File: src/hw/rtl/gga_pkg.sv
// shared types, constants and tag table for the gga sentence parser
`default_nettype none

package gga_pkg;

    localparam int TIME_CAPACITY_DEF = 16;
    localparam int LAT_CAPACITY_DEF  = 16;
    localparam int LON_CAPACITY_DEF  = 16;

    localparam int TAG_LEN = 7;

    localparam logic [7:0] CHAR_COMMA = 8'h2C;
    localparam logic [7:0] CHAR_ONE   = 8'h31;
    localparam logic [7:0] CHAR_TWO   = 8'h32;

    typedef enum logic [1:0] {
        KIND_BYTE  = 2'd0,
        KIND_TAKE  = 2'd1,
        KIND_INVAL = 2'd2,
        KIND_READ  = 2'd3
    } t_kind;

    typedef enum logic [1:0] {
        ST_OUTDATED = 2'd0,
        ST_UPDATING = 2'd1,
        ST_FRESH    = 2'd2,
        ST_UPTODATE = 2'd3
    } t_status;

    typedef enum logic [2:0] {
        PH_HUNT     = 3'd0,
        PH_TIME     = 3'd1,
        PH_LAT      = 3'd2,
        PH_LAT_HEMI = 3'd3,
        PH_LON      = 3'd4,
        PH_LON_HEMI = 3'd5,
        PH_QUAL     = 3'd6
    } t_phase;

    typedef enum logic [1:0] {
        FLD_TIME = 2'd0,
        FLD_LAT  = 2'd1,
        FLD_LON  = 2'd2
    } t_field;

    // "$GPGGA," by position
    function automatic logic [7:0] tag_char(input logic [2:0] pos);
        logic [7:0] c;
        case (pos)
            3'd0:    c = 8'h24;
            3'd1:    c = 8'h47;
            3'd2:    c = 8'h50;
            3'd3:    c = 8'h47;
            3'd4:    c = 8'h47;
            3'd5:    c = 8'h41;
            3'd6:    c = 8'h2C;
            default: c = 8'h00;
        endcase
        return c;
    endfunction

endpackage

`default_nettype wire

File: src/hw/rtl/nmea_gga_sentence_parser_top.sv
// gga sentence parser: tag hunt, field capture, status and stored character reads
//
// slave side: one beat per item. s_tuser carries the kind (byte, take, invalidate,
// read); s_tdata carries the received byte, the store to read and the position.
// master side: exactly one result beat per accepted item, with the status after
// the item, the fix flag and the character read (zero for every other kind).
// each item is handled in the cycle it is accepted and its result sits in the
// output register from the next cycle on, one item per cycle while the receiver
// keeps up. the only storage path is the single write port of each field store
// beside the parser state, updated in that same cycle.
// s_tready is high whenever the output register is empty or being drained, so
// items follow back to back while the receiver keeps up; if the receiver holds
// m_tready low with a result pending, s_tready drops and the result holds.
// reset (synchronous, active low) empties the output register, returns the
// parser to tag hunting with status out of date and fix clear, and zeroes all
// three stores at once.
`default_nettype none

module nmea_gga_sentence_parser_top #(
    parameter int TIME_CAPACITY = gga_pkg::TIME_CAPACITY_DEF,
    parameter int LAT_CAPACITY  = gga_pkg::LAT_CAPACITY_DEF,
    parameter int LON_CAPACITY  = gga_pkg::LON_CAPACITY_DEF
) (
    input  wire logic        i_clk,
    input  wire logic        i_rst_n,
    input  wire logic        s_tvalid,
    output      logic        s_tready,
    input  wire logic [15:0] s_tdata,   // rx_byte[7:0], read_field[9:8], read_index[13:10]
    input  wire logic [1:0]  s_tuser,   // kind[1:0]
    output      logic        m_tvalid,
    input  wire logic        m_tready,
    output      logic [15:0] m_tdata    // data_status[1:0], fix_valid[2], read_char[10:3]
);

    localparam int MAX_CAP = (TIME_CAPACITY > LAT_CAPACITY)
        ? ((TIME_CAPACITY > LON_CAPACITY) ? TIME_CAPACITY : LON_CAPACITY)
        : ((LAT_CAPACITY > LON_CAPACITY) ? LAT_CAPACITY : LON_CAPACITY);
    localparam int PW  = $clog2(MAX_CAP + 1);
    localparam int TIW = $clog2(TIME_CAPACITY);
    localparam int AIW = $clog2(LAT_CAPACITY);
    localparam int OIW = $clog2(LON_CAPACITY);

    gga_pkg::t_phase  r_phase, n_phase;
    gga_pkg::t_status r_status, n_status;
    logic [PW-1:0]    r_pos, n_pos;
    logic             r_fix, n_fix;

    logic [7:0] r_time [TIME_CAPACITY];
    logic [7:0] r_lat  [LAT_CAPACITY];
    logic [7:0] r_lon  [LON_CAPACITY];

    logic        r_out_valid;
    logic [1:0]  r_out_status;
    logic        r_out_fix;
    logic [7:0]  r_out_char;

    logic          w_accept;
    gga_pkg::t_kind w_kind;
    logic [7:0]    w_byte;
    logic [1:0]    w_field;
    logic [7:0]    w_ridx;
    logic          w_comma;
    logic          w_we_time, w_we_lat, w_we_lon;
    logic [PW-1:0] w_wpos;
    logic [7:0]    w_wdata;
    logic [7:0]    w_rd_char;

    assign s_tready = !r_out_valid || m_tready;
    assign w_accept = s_tvalid && s_tready;
    assign w_kind   = gga_pkg::t_kind'(s_tuser);
    assign w_byte   = s_tdata[7:0];
    assign w_field  = s_tdata[9:8];
    assign w_ridx   = {4'b0000, s_tdata[13:10]};
    assign w_comma  = (w_byte == gga_pkg::CHAR_COMMA);

    // parser next state
    always_comb begin
        n_phase   = r_phase;
        n_status  = r_status;
        n_pos     = r_pos;
        n_fix     = r_fix;
        w_we_time = 1'b0;
        w_we_lat  = 1'b0;
        w_we_lon  = 1'b0;
        w_wpos    = r_pos;
        w_wdata   = w_byte;
        case (w_kind)
            gga_pkg::KIND_BYTE: begin
                if (r_status != gga_pkg::ST_UPTODATE) begin
                    case (r_phase)
                        gga_pkg::PH_TIME: begin
                            w_we_time = 1'b1;
                            if (w_comma) begin
                                w_wdata  = 8'h00;
                                n_phase  = gga_pkg::PH_LAT;
                                n_pos    = '0;
                                n_status = gga_pkg::ST_UPDATING;
                            end else if (r_pos < PW'(TIME_CAPACITY)) begin
                                n_pos = r_pos + PW'(1);
                            end
                        end
                        gga_pkg::PH_LAT, gga_pkg::PH_LAT_HEMI: begin
                            w_we_lat = 1'b1;
                            if (w_comma && r_phase == gga_pkg::PH_LAT_HEMI) begin
                                w_wdata = 8'h00;
                                n_phase = gga_pkg::PH_LON;
                                n_pos   = '0;
                            end else begin
                                if (r_pos < PW'(LAT_CAPACITY)) begin
                                    n_pos = r_pos + PW'(1);
                                end
                                if (w_comma) begin
                                    n_phase = gga_pkg::PH_LAT_HEMI;
                                end
                            end
                        end
                        gga_pkg::PH_LON, gga_pkg::PH_LON_HEMI: begin
                            w_we_lon = 1'b1;
                            if (w_comma && r_phase == gga_pkg::PH_LON_HEMI) begin
                                w_wdata = 8'h00;
                                n_phase = gga_pkg::PH_QUAL;
                                n_pos   = '0;
                            end else begin
                                if (r_pos < PW'(LON_CAPACITY)) begin
                                    n_pos = r_pos + PW'(1);
                                end
                                if (w_comma) begin
                                    n_phase = gga_pkg::PH_LON_HEMI;
                                end
                            end
                        end
                        gga_pkg::PH_QUAL: begin
                            if (w_comma) begin
                                n_phase  = gga_pkg::PH_HUNT;
                                n_status = gga_pkg::ST_FRESH;
                                n_pos    = '0;
                            end else begin
                                n_fix = (w_byte == gga_pkg::CHAR_ONE)
                                     || (w_byte == gga_pkg::CHAR_TWO);
                            end
                        end
                        default: begin
                            // tag hunt, unreachable code acts the same
                            if (r_pos < PW'(gga_pkg::TAG_LEN)) begin
                                if (w_byte == gga_pkg::tag_char(r_pos[2:0])) begin
                                    n_pos = r_pos + PW'(1);
                                end else begin
                                    n_pos = '0;
                                end
                            end else begin
                                w_we_time = 1'b1;
                                w_wpos    = '0;
                                n_pos     = PW'(1);
                                n_phase   = gga_pkg::PH_TIME;
                            end
                        end
                    endcase
                end
            end
            gga_pkg::KIND_TAKE: begin
                if (r_status == gga_pkg::ST_FRESH) begin
                    n_status = gga_pkg::ST_UPTODATE;
                end
            end
            gga_pkg::KIND_INVAL: begin
                n_status = gga_pkg::ST_OUTDATED;
            end
            default: begin
            end
        endcase
    end

    // stored character read
    always_comb begin
        w_rd_char = 8'h00;
        if (w_kind == gga_pkg::KIND_READ) begin
            case (w_field)
                gga_pkg::FLD_TIME: begin
                    if (w_ridx < 8'(TIME_CAPACITY)) begin
                        w_rd_char = r_time[w_ridx[TIW-1:0]];
                    end
                end
                gga_pkg::FLD_LAT: begin
                    if (w_ridx < 8'(LAT_CAPACITY)) begin
                        w_rd_char = r_lat[w_ridx[AIW-1:0]];
                    end
                end
                gga_pkg::FLD_LON: begin
                    if (w_ridx < 8'(LON_CAPACITY)) begin
                        w_rd_char = r_lon[w_ridx[OIW-1:0]];
                    end
                end
                default: begin
                    w_rd_char = 8'h00;
                end
            endcase
        end
    end

    always_ff @(posedge i_clk) begin
        if (!i_rst_n) begin
            r_phase  <= gga_pkg::PH_HUNT;
            r_status <= gga_pkg::ST_OUTDATED;
            r_pos    <= '0;
            r_fix    <= 1'b0;
        end else if (w_accept) begin
            r_phase  <= n_phase;
            r_status <= n_status;
            r_pos    <= n_pos;
            r_fix    <= n_fix;
        end
    end

    always_ff @(posedge i_clk) begin
        if (!i_rst_n) begin
            for (int i = 0; i < TIME_CAPACITY; i++) r_time[i] <= 8'h00;
            for (int i = 0; i < LAT_CAPACITY; i++)  r_lat[i]  <= 8'h00;
            for (int i = 0; i < LON_CAPACITY; i++)  r_lon[i]  <= 8'h00;
        end else if (w_accept) begin
            if (w_we_time && w_wpos < PW'(TIME_CAPACITY)) begin
                r_time[w_wpos[TIW-1:0]] <= w_wdata;
            end
            if (w_we_lat && w_wpos < PW'(LAT_CAPACITY)) begin
                r_lat[w_wpos[AIW-1:0]] <= w_wdata;
            end
            if (w_we_lon && w_wpos < PW'(LON_CAPACITY)) begin
                r_lon[w_wpos[OIW-1:0]] <= w_wdata;
            end
        end
    end

    // output register
    always_ff @(posedge i_clk) begin
        if (!i_rst_n) begin
            r_out_valid <= 1'b0;
        end else if (w_accept) begin
            r_out_valid <= 1'b1;
        end else if (m_tready) begin
            r_out_valid <= 1'b0;
        end
    end

    always_ff @(posedge i_clk) begin
        if (w_accept) begin
            r_out_status <= n_status;
            r_out_fix    <= n_fix;
            r_out_char   <= w_rd_char;
        end
    end

    assign m_tvalid = r_out_valid;
    assign m_tdata  = {5'b00000, r_out_char, r_out_fix, r_out_status};

`ifndef ASSERT_OFF
    a_pos_bound: assert property (@(posedge i_clk) disable iff (!i_rst_n)
        r_pos <= PW'(MAX_CAP))
        else $error("write position beyond largest store");

    a_hunt_pos: assert property (@(posedge i_clk) disable iff (!i_rst_n)
        r_phase == gga_pkg::PH_HUNT |-> r_pos <= PW'(gga_pkg::TAG_LEN))
        else $error("tag match position beyond tag length");

    a_inval_result: assert property (@(posedge i_clk) disable iff (!i_rst_n)
        w_accept && w_kind == gga_pkg::KIND_INVAL
        |=> m_tvalid && m_tdata[1:0] == gga_pkg::ST_OUTDATED)
        else $error("invalidate did not give out of date result");

    a_uptodate_hold: assert property (@(posedge i_clk) disable iff (!i_rst_n)
        w_accept && w_kind == gga_pkg::KIND_BYTE && r_status == gga_pkg::ST_UPTODATE
        |=> r_phase == $past(r_phase) && r_pos == $past(r_pos) && r_fix == $past(r_fix))
        else $error("byte changed parser while up to date");

    a_read_zero: assert property (@(posedge i_clk) disable iff (!i_rst_n)
        w_accept && w_kind != gga_pkg::KIND_READ |=> m_tdata[10:3] == 8'h00)
        else $error("non-read item returned a character");
`endif

endmodule

`default_nettype wire

File: config.mk
export PLATFORM = sky130hd
export DESIGN_NAME = nmea_gga_sentence_parser_top
export DESIGN_NICKNAME = d
export VERILOG_FILES = /design/src/hw/rtl/gga_pkg.sv /design/src/hw/rtl/nmea_gga_sentence_parser_top.sv
export SDC_FILE = /design/constraint.sdc
export NUM_CORES = 1
export LEC_CHECK = 0
export BUFFER_PORTS_ARGS = -buffer_cell sky130_fd_sc_hd__buf_2
export CAP_MARGIN = 15
export CORE_ASPECT_RATIO = 0.9
export CORE_MARGIN = 3
export CORE_UTILIZATION = 55
export CTS_BUF_LIST = sky130_fd_sc_hd__clkbuf_8
export DETAILED_ROUTE_END_ITERATION = 16
export PLACE_DENSITY = 0.74
export SLEW_MARGIN = 40
export SYNTH_ARGS = -nofsm -noshare
export SYNTH_HDL_FRONTEND = slang
export SYNTH_SLANG_ARGS = --single-unit
File: constraint.sdc
create_clock -name i_clk -period 3.2 [get_ports i_clk]
set_clock_uncertainty 0.15 [all_clocks]
set_input_delay 0.96 -clock i_clk [delete_from_list [all_inputs] [get_ports i_clk]]
set_output_delay 0.96 -clock i_clk [all_outputs]
set_load 0.005 [all_outputs]
# Word level (Yosys, flattened, before mapping)
# Memory sizes are Yosys's and may differ from the RTL's.
# Index checks and enable logic that the tools add are counted.
dict set report word_totals {
  ram_bits 384
  wordCells 146
  n_memories 3
  reg_bits 23
}
# memory words width read_ports rd_clocked_by_memory_dff write_ports line
set memory_table {}
lappend memory_table {r_lat 16 8 1 0 16 nmea_gga_sentence_parser_top.sv:49} ;# logic [7:0] r_lat [LAT_CAPACITY];
lappend memory_table {r_lon 16 8 1 0 16 nmea_gga_sentence_parser_top.sv:50} ;# logic [7:0] r_lon [LON_CAPACITY];
lappend memory_table {r_time 16 8 1 0 16 nmea_gga_sentence_parser_top.sv:48} ;# logic [7:0] r_time [TIME_CAPACITY];
dict set report op_classes {
  n_eq_ne 28
  reduce_logical 23
  muxes 79
  n_lt_le_gt_ge 4
  n_addsub 1
}
# cell n
set op_table {}
lappend op_table {{$mux 8} 15}
lappend op_table {{$mux 5} 11}
lappend op_table {{$pmux 8 s3} 2}
lappend op_table {{$pmux 7 s5} 1}
lappend op_table {{$mux 1} 31}
lappend op_table {{$eq 8x6->1 const B} 3}
lappend op_table {{$reduce_or 8->1} 3}
lappend op_table {{$mux 3} 7}
lappend op_table {{$pmux 5 s4} 1}
lappend op_table {{$eq 3x3->1 const B} 6}
lappend op_table {{$eq 3x2->1 const B} 4}
lappend op_table {{$mux 4} 3}
lappend op_table {{$pmux 3 s4} 1}
lappend op_table {{$lt 5x5->1 const B} 2}
lappend op_table {{$eq 2x2->1 const B} 4}
lappend op_table {{$eq 8x8->1} 1}
lappend op_table {{$mux 2} 4}
lappend op_table {{$reduce_and 8->1} 1}
lappend op_table {{$eq 3x1->1 const B} 2}
lappend op_table {{$logic_and 1x1->1} 6}
lappend op_table {{$ne 2x2->1 const B} 3}
lappend op_table {{$ne 3x3->1 const B} 2}
lappend op_table {{$pmux 2 s3} 1}
lappend op_table {{$reduce_or 6->1} 1}
lappend op_table {{16 further kinds} 20}

# Longest topological paths before layout
# Gate-level depths: netlist (run 1).
dict set report logic_depth {
  depth_word 13
  depth_mapped 9
  mapped_depth_nobuf 7
}

# Worst setup path before layout (run 1)
# OpenSTA, ideal clock, no wires.
dict set report synth_path {
  path_type {input-to-reg}
  startpoint {input port s_tuser[0]}
  endpoint {memory r_time[13][0], enable pin}
  path_buffers 3
  required_ns 2.721
  slack_ns 0.002
  stages 8
  setup_time_ns 0.329
  t_arrival_ns 2.719
  cell_sequence {buf_4 a211oi_4 and3_1 buf_4 nand2_2 buf_6 or3_4 nand2_1}
}
# element line
set synth_lines {}
lappend synth_lines {{from (decl)} nmea_gga_sentence_parser_top.sv:29} ;# input wire logic [1:0] s_tuser,
lappend synth_lines {{to (decl)} nmea_gga_sentence_parser_top.sv:48}

==> flow_summary.yaml, run 1 <==
run_status:
  outcome: "finished clean"
sta:
  setup-violations-final: 0
  max_slew_margin_pct: 40.0
  min_period_ns: 2.94
  setup_slack_ns: 0.258
  fin_crit_sh_pct: 91.9
  finalHoldViolations: 0
  grt_setup_unrepaired: "no"
  worst_pin_slew_ns: 0.897
  maxSlewViolCount: 0
  fmax_mhz: 340
route:
  drtIter0Drc: 1302
  first_pass_iters: 7
  drt-vias-per-instance: 6.08
  wire_per_inst_um: 23.4
  via_count: 12613
  wirelength_mm: 48.7
  antenna_left: 0
  drc_errors: 0
worst_setup_path:
  timing.rr.start: "r_pos[0]"
  r2r-end: "r_lat[7][0]"
  cp_max_fo: 11
  rrSetupSlack_ns: 0.26
  startpoint_type: "register"
  critical_path_buf_inv_count: 2
  rr_worst_depth: 7
  crit_required_ns: 3.30
  critPathTopFamily: "compound AO/OA/AOI/OAI gates"
  crit_path_end_kind: "register"
  crit_path_max_incr_delay_ns: 0.64
  worstSetupPathType: "reg -> reg"
  cp.arrival_ns: 3.04
  crit_slowest_cell: "a211oi_2"
  path_common_cell: "buf_4"
  cp_cell_sequence: "a311oi_4 > a211oi_4 > buf_4 > a211oi_2 > buf_4 > nand3_2 > nand2_1"
clocking:
  hold_buffers: 0
  cts_setup_buffers: 0
  cts_made_buffers: 67
  cts.sinks: 407
  cts-resized-gates: 0
  cts_root_buf: "clkbuf_8"
  clk_latency_ns: 0.60
  clockBufferDepth: 3
  htree_levels: 3
  clk_pin_slew_ns: 0.06
  cts_tree: "done"
logic_synthesis:
  async_flop_share_pct: 0
  syn_inst: 1407
  synth_top_area_share_pct: 59.7
  yosys.area.top_type: "edfxtp_1"
  ys_ff_latch: 407
  yosysWarningCount: 0
  synth_most_common_cell: "edfxtp_1"
  avgSynthCellArea_um2: 14.1
  ys_seq_area_share_pct: 60.9
  ys.flop_type: "edfxtp_1"
  synthesis.area_um2: 19900
  synth_edf_count: 395
  ys_types: 71
  synthTopCellsByArea: "edfxtp_1 60%, mux4_2 13%, and2_1 6.1%, nor2_1 3.9%, nand2_1 1.4%"
  synthTopCellsByCount: "395 x edfxtp_1, 205 x nor2_1, 194 x and2_1"
grt:
  grt-ovfl-total: 0
  grt_pass1_vias: 12760
  antenna_found_initial: 3
  grt_max_degree: 51
  grt_usage_pct: 25.9
  grt_pass1_wl_mm: 74.8
layout:
  area_growth_syn_to_layout_pct: 15.8
  design_area_um2: 23000
  drive_gt1_share_pct: 30.2
  nFillCells: 2487
  finish.utilization_pct: 65.0
  num-nets-final: 1584
floorplanning:
  dieArea_um2: 38400
  fp.coreArea_um2: 35400
  ios: 40
  start_util_pct: 56.2
  rows: 65
  die_y_um: 186
  die_w_um: 206
worst_hold_path:
  holdCritPathClass: "reg -> reg"
  worstHoldEndpoint: "r_status[0]"
  min_path_cells: 2
  holdCritStartpoint: "r_status[0]"
placed_design:
  gp_congestion: 0.920
  pre_cts_ws_ns: -0.286
  place_area_um2: 21600
  io_buffer_count: 32
  dp_hpwl_mm: 34.4
flow_run:
  maxCapViolations: 0
pwr:
  powerDensity_nw_per_um2: 513
  power.leakage_nw: 8.35
  vdd_drop_max_v: 0.000440
-- state kept, by name (all words and copies together) (netlist names) --
name	flops
r_lat	128
r_lon	128
r_time	128
r_out_char	8
r_pos	5
r_phase	3
r_out_status	2
r_status	2
m_tvalid	1
r_fix	1
r_out_fix	1
-- layout make-up --
type                    instances  area [um^2]  area share (%)
repair buffers                196         1700            7.39
diodes                          2         5.00          0.0218
well taps                     469          587            2.55
flip-flops and latches        407        12100            52.6
multi-input cells             874         7180            31.2
inverters                      11         41.3           0.180
clock buffers                  74         1020            4.43
clock inverters                42          368            1.60
-- metrics by stage --
step / hold slack, ns / std cells / TNS (ns) / total power (W)
global placement: 0.399 / 1957 / -52.68 / 0.00710
floorplan: 0.372 / 1411 / 0 / 0.00675
finish: 0.429 / 2075 / 0 / 0.0118
CTS: 0.421 / 2073 / 0 / 0.0118
detailed placement: 0.411 / 1957 / -52.12 / 0.00713
global route: 0.461 / 2075 / 0 / 0.0121
-- power breakdown --
group | internal (W) | leakage, nW | total (W) | switching (W)
Clock | 0.00270 | 0.776 | 0.00477 | 0.00207
Sequential | 0.00603 | 4.08 | 0.00611 | 0.0000724
Combinational | 0.000391 | 3.49 | 0.000924 | 0.000533
Total | 0.00912 | 8.35 | 0.0118 | 0.00267
-- how the worst max path moves through the flow --
stage                          to        from  slack [ns]  depth (start not counted)
floorplan           r_time[13][0]  s_tuser[0]       0.002                          8
global placement      r_lat[3][4]  s_tuser[0]       -0.35                          6
detailed placement    r_lat[7][0]  s_tuser[0]       -0.29                          7
CTS                   r_lat[7][1]    r_pos[0]        0.28                          7
global route          r_lat[7][7]  r_phase[2]        0.15                          6
finish                r_lat[7][0]    r_pos[0]        0.26                          7
-- routing by layer --
metal | wire length, um | global-route usage (%)
met5 | 13 | 0
met4 | 1670 | 9.48
met3 | 4240 | 6.12
met2 | 23300 | 40.4
met1 | 19400 | 36.1
-- worst reg2reg max path: cells and delay by family, from the launching register on --
| family | cells | cell delay [ns] |
|---|---|---|
| flip-flops | 1 | 0.45 |
| buffers and inverters | 2 | 0.46 |
| AND/OR/NAND/NOR | 2 | 0.47 |
| AO/OA/AOI/OAI | 3 | 1.06 |
-- placed cells by master (no fill, tap or decap), types with 21 or more instances in the layout --
master,synthesis,routed
and2_1,194,194
inv_1,10,29
clkbuf_8,0,74
nor2_1,205,205
nor3_2,23,23
buf_12,0,24
nand2_1,73,70
nand3_1,27,27
buf_4,15,141
buf_2,38,30
edfxtp_1,395,395
mux4_2,112,112
nor3_1,24,21
-- cells by family (layout without fill, tap and decap cells) --
group | Yosys count | after routing | share of synthesized area [%]
other | 1 | 7 | 0.0189
AND/OR/NAND/NOR | 619 | 619 | 16.8
multiplexers | 130 | 130 | 13.7
adder cells (fa/ha/maj) | 5 | 5 | 0.315
XOR/XNOR | 4 | 4 | 0.176
AO/OA/AOI/OAI | 111 | 111 | 4.83
buffers and inverters | 130 | 323 | 3.28
flip-flops | 407 | 407 | 60.9
Note: power is estimated with default switching activity, not from simulation.
==> inputs of run 2 (changes only) <==
--- a/config.mk
+++ b/config.mk
@@ -9,10 +9,9 @@
 export CAP_MARGIN = 15
 export CORE_ASPECT_RATIO = 0.9
 export CORE_MARGIN = 3
-export CORE_UTILIZATION = 55
+export CORE_UTILIZATION = 40
 export CTS_BUF_LIST = sky130_fd_sc_hd__clkbuf_8
 export DETAILED_ROUTE_END_ITERATION = 16
-export PLACE_DENSITY = 0.74
 export SLEW_MARGIN = 40
 export SYNTH_ARGS = -nofsm -noshare
 export SYNTH_HDL_FRONTEND = slang
==> flow_summary.yaml, run 2 (synthesis results as in run 1) <==
layout:
  design_area_um2: 23300
  final_cell_mix: "395 x edfxtp_1, 205 x nor2_1, 194 x and2_1"
  nFillCells: 4283
  drive_gt1_share_pct: 30.9
  instances_no_fill: 2249
  finish.utilization_pct: 48.1
  area_growth_syn_to_layout_pct: 17.3
  mostFrequentLayoutCell: "edfxtp_1"
  num-nets-final: 1601
  num_antenna_cells: 0
  reg_top3: "r_lat (128), r_lon (128), r_time (128)"
clocking:
  cts-resized-gates: 0
  cts_setup_buffers: 0
  cts_made_buffers: 70
  htree_levels: 3
  cts.sinks: 407
  cts_tree: "done"
  hold_buffers: 0
  cts_root_buf: "clkbuf_8"
  clk_latency_ns: 0.62
  clk_pin_slew_ns: 0.06
  clockBufferDepth: 3
floorplanning:
  dieArea_um2: 52400
  die_w_um: 241
  rows: 76
  ios: 40
  start_util_pct: 41.0
  die_y_um: 217
  fp.coreArea_um2: 48500
worst_setup_path:
  cp_max_fo: 14
  startpoint_type: "register"
  crit_required_ns: 3.31
  worstSetupPathType: "reg -> reg"
  cp.arrival_ns: 3.10
  crit_path_end_kind: "register"
placed_design:
  io_buffer_count: 32
  place_area_um2: 22000
  dp.cells: 2126
  dp_hpwl_mm: 35.1
  gp_congestion: 0.842
  pre_cts_ws_ns: -0.0898
route:
  antenna_left: 0
  drt-vias-per-instance: 5.49
  wirelength_mm: 50.7
  drc_errors: 0
  first_pass_iters: 5
  drtIter0Drc: 1080
  via_count: 12339
  wire_per_inst_um: 22.5
sta:
  setup-violations-final: 0
  maxSlewViolCount: 0
  setup_tns_ns: 0
  min_period_ns: 2.99
  setup_slack_ns: 0.210
  fmax_mhz: 334
  worst_pin_slew_ns: 0.724
  finalHoldViolations: 0
  fin_crit_sh_pct: 93.4
  max_slew_margin_pct: 51.7
  grt_setup_unrepaired: "no"
grt:
  grt-ovfl-total: 0
  antenna_found_initial: 1
  grt_pass1_wl_mm: 77.0
  grt_pass1_vias: 12642
  grt_usage_pct: 19.7
  grt_max_degree: 51
pwr:
  power.leakage_nw: 8.41
  vdd_drop_max_v: 0.000241
  powerDensity_nw_per_um2: 489
flow_run:
  maxCapViolations: 0
run_status:
  outcome: "finished clean"
worst_hold_path:
  holdCritPathClass: "reg -> reg"
## run 2: cell count changes in the layout (fill, tap and decap cells not counted), moves of 2 or more
| cell | delta |
|---|---|
| diode_2 | -2 |
| clkinv_1 | +5 |
| buf_4 | +3 |
| bufinv_16 | -6 |
| clkinv_2 | +8 |
| nor3_2 | +2 |
| clkinvlp_4 | +4 |
| inv_6 | -4 |
| buf_12 | +11 |
## run 2: layout make-up
cell class,instances,area (um^2),share of cell area [%]
clock buffers,74,1020,4.37
clock inverters,49,241,1.04
inverters,11,41.3,0.177
multi-input cells,874,7180,30.8
flip-flops and latches,407,12100,51.9
well taps,624,781,3.35
repair buffers,210,1940,8.34
## run 2: critical path, cell delays in order, from the launching register on
cell       delay [ns]
dfxtp_1          0.61
nand3_1          0.44
nor2_1           0.44
o2111ai_1        0.29
or3_4            0.40
nand2_1          0.31
## run 2: per-stage QoR
stage / hold slack, ns / power, W
CTS: 0.413 / 0.0115
global route: 0.433 / 0.0118
floorplan: 0.372 / 0.00675
detailed placement: 0.410 / 0.00718
global placement: 0.400 / 0.00715
finish: 0.421 / 0.0114
## run 2: worst paths after layout
check	start	end	slack (ns)	cells after the start
max	r_phase[1]	r_time[13][5]	0.21	5
min	r_pos[3]	r_pos[3]	0.42	2
max reg2reg	r_phase[1]	r_time[13][5]	0.21	5
min reg2reg	r_pos[3]	r_pos[3]	0.42	2
## run 2: layer usage
layer / wire length [um] / track usage, % / vias to the layer above
met2: 23500 / 30.5 / 429
met4: 1100 / 5.42 / 2
met3: 4120 / 5.53 / 78
met1: 21900 / 27.6 / 6212
li1: - / - / 5618
met5: 13 / 0 / -
## run 2: power by group
part	total (W)	internal (W)	switching [W]
registers	0.00611	0.00603	0.0000716
clock network	0.00434	0.00222	0.00212
logic	0.000954	0.000411	0.000543
total	0.0114	0.00866	0.00274
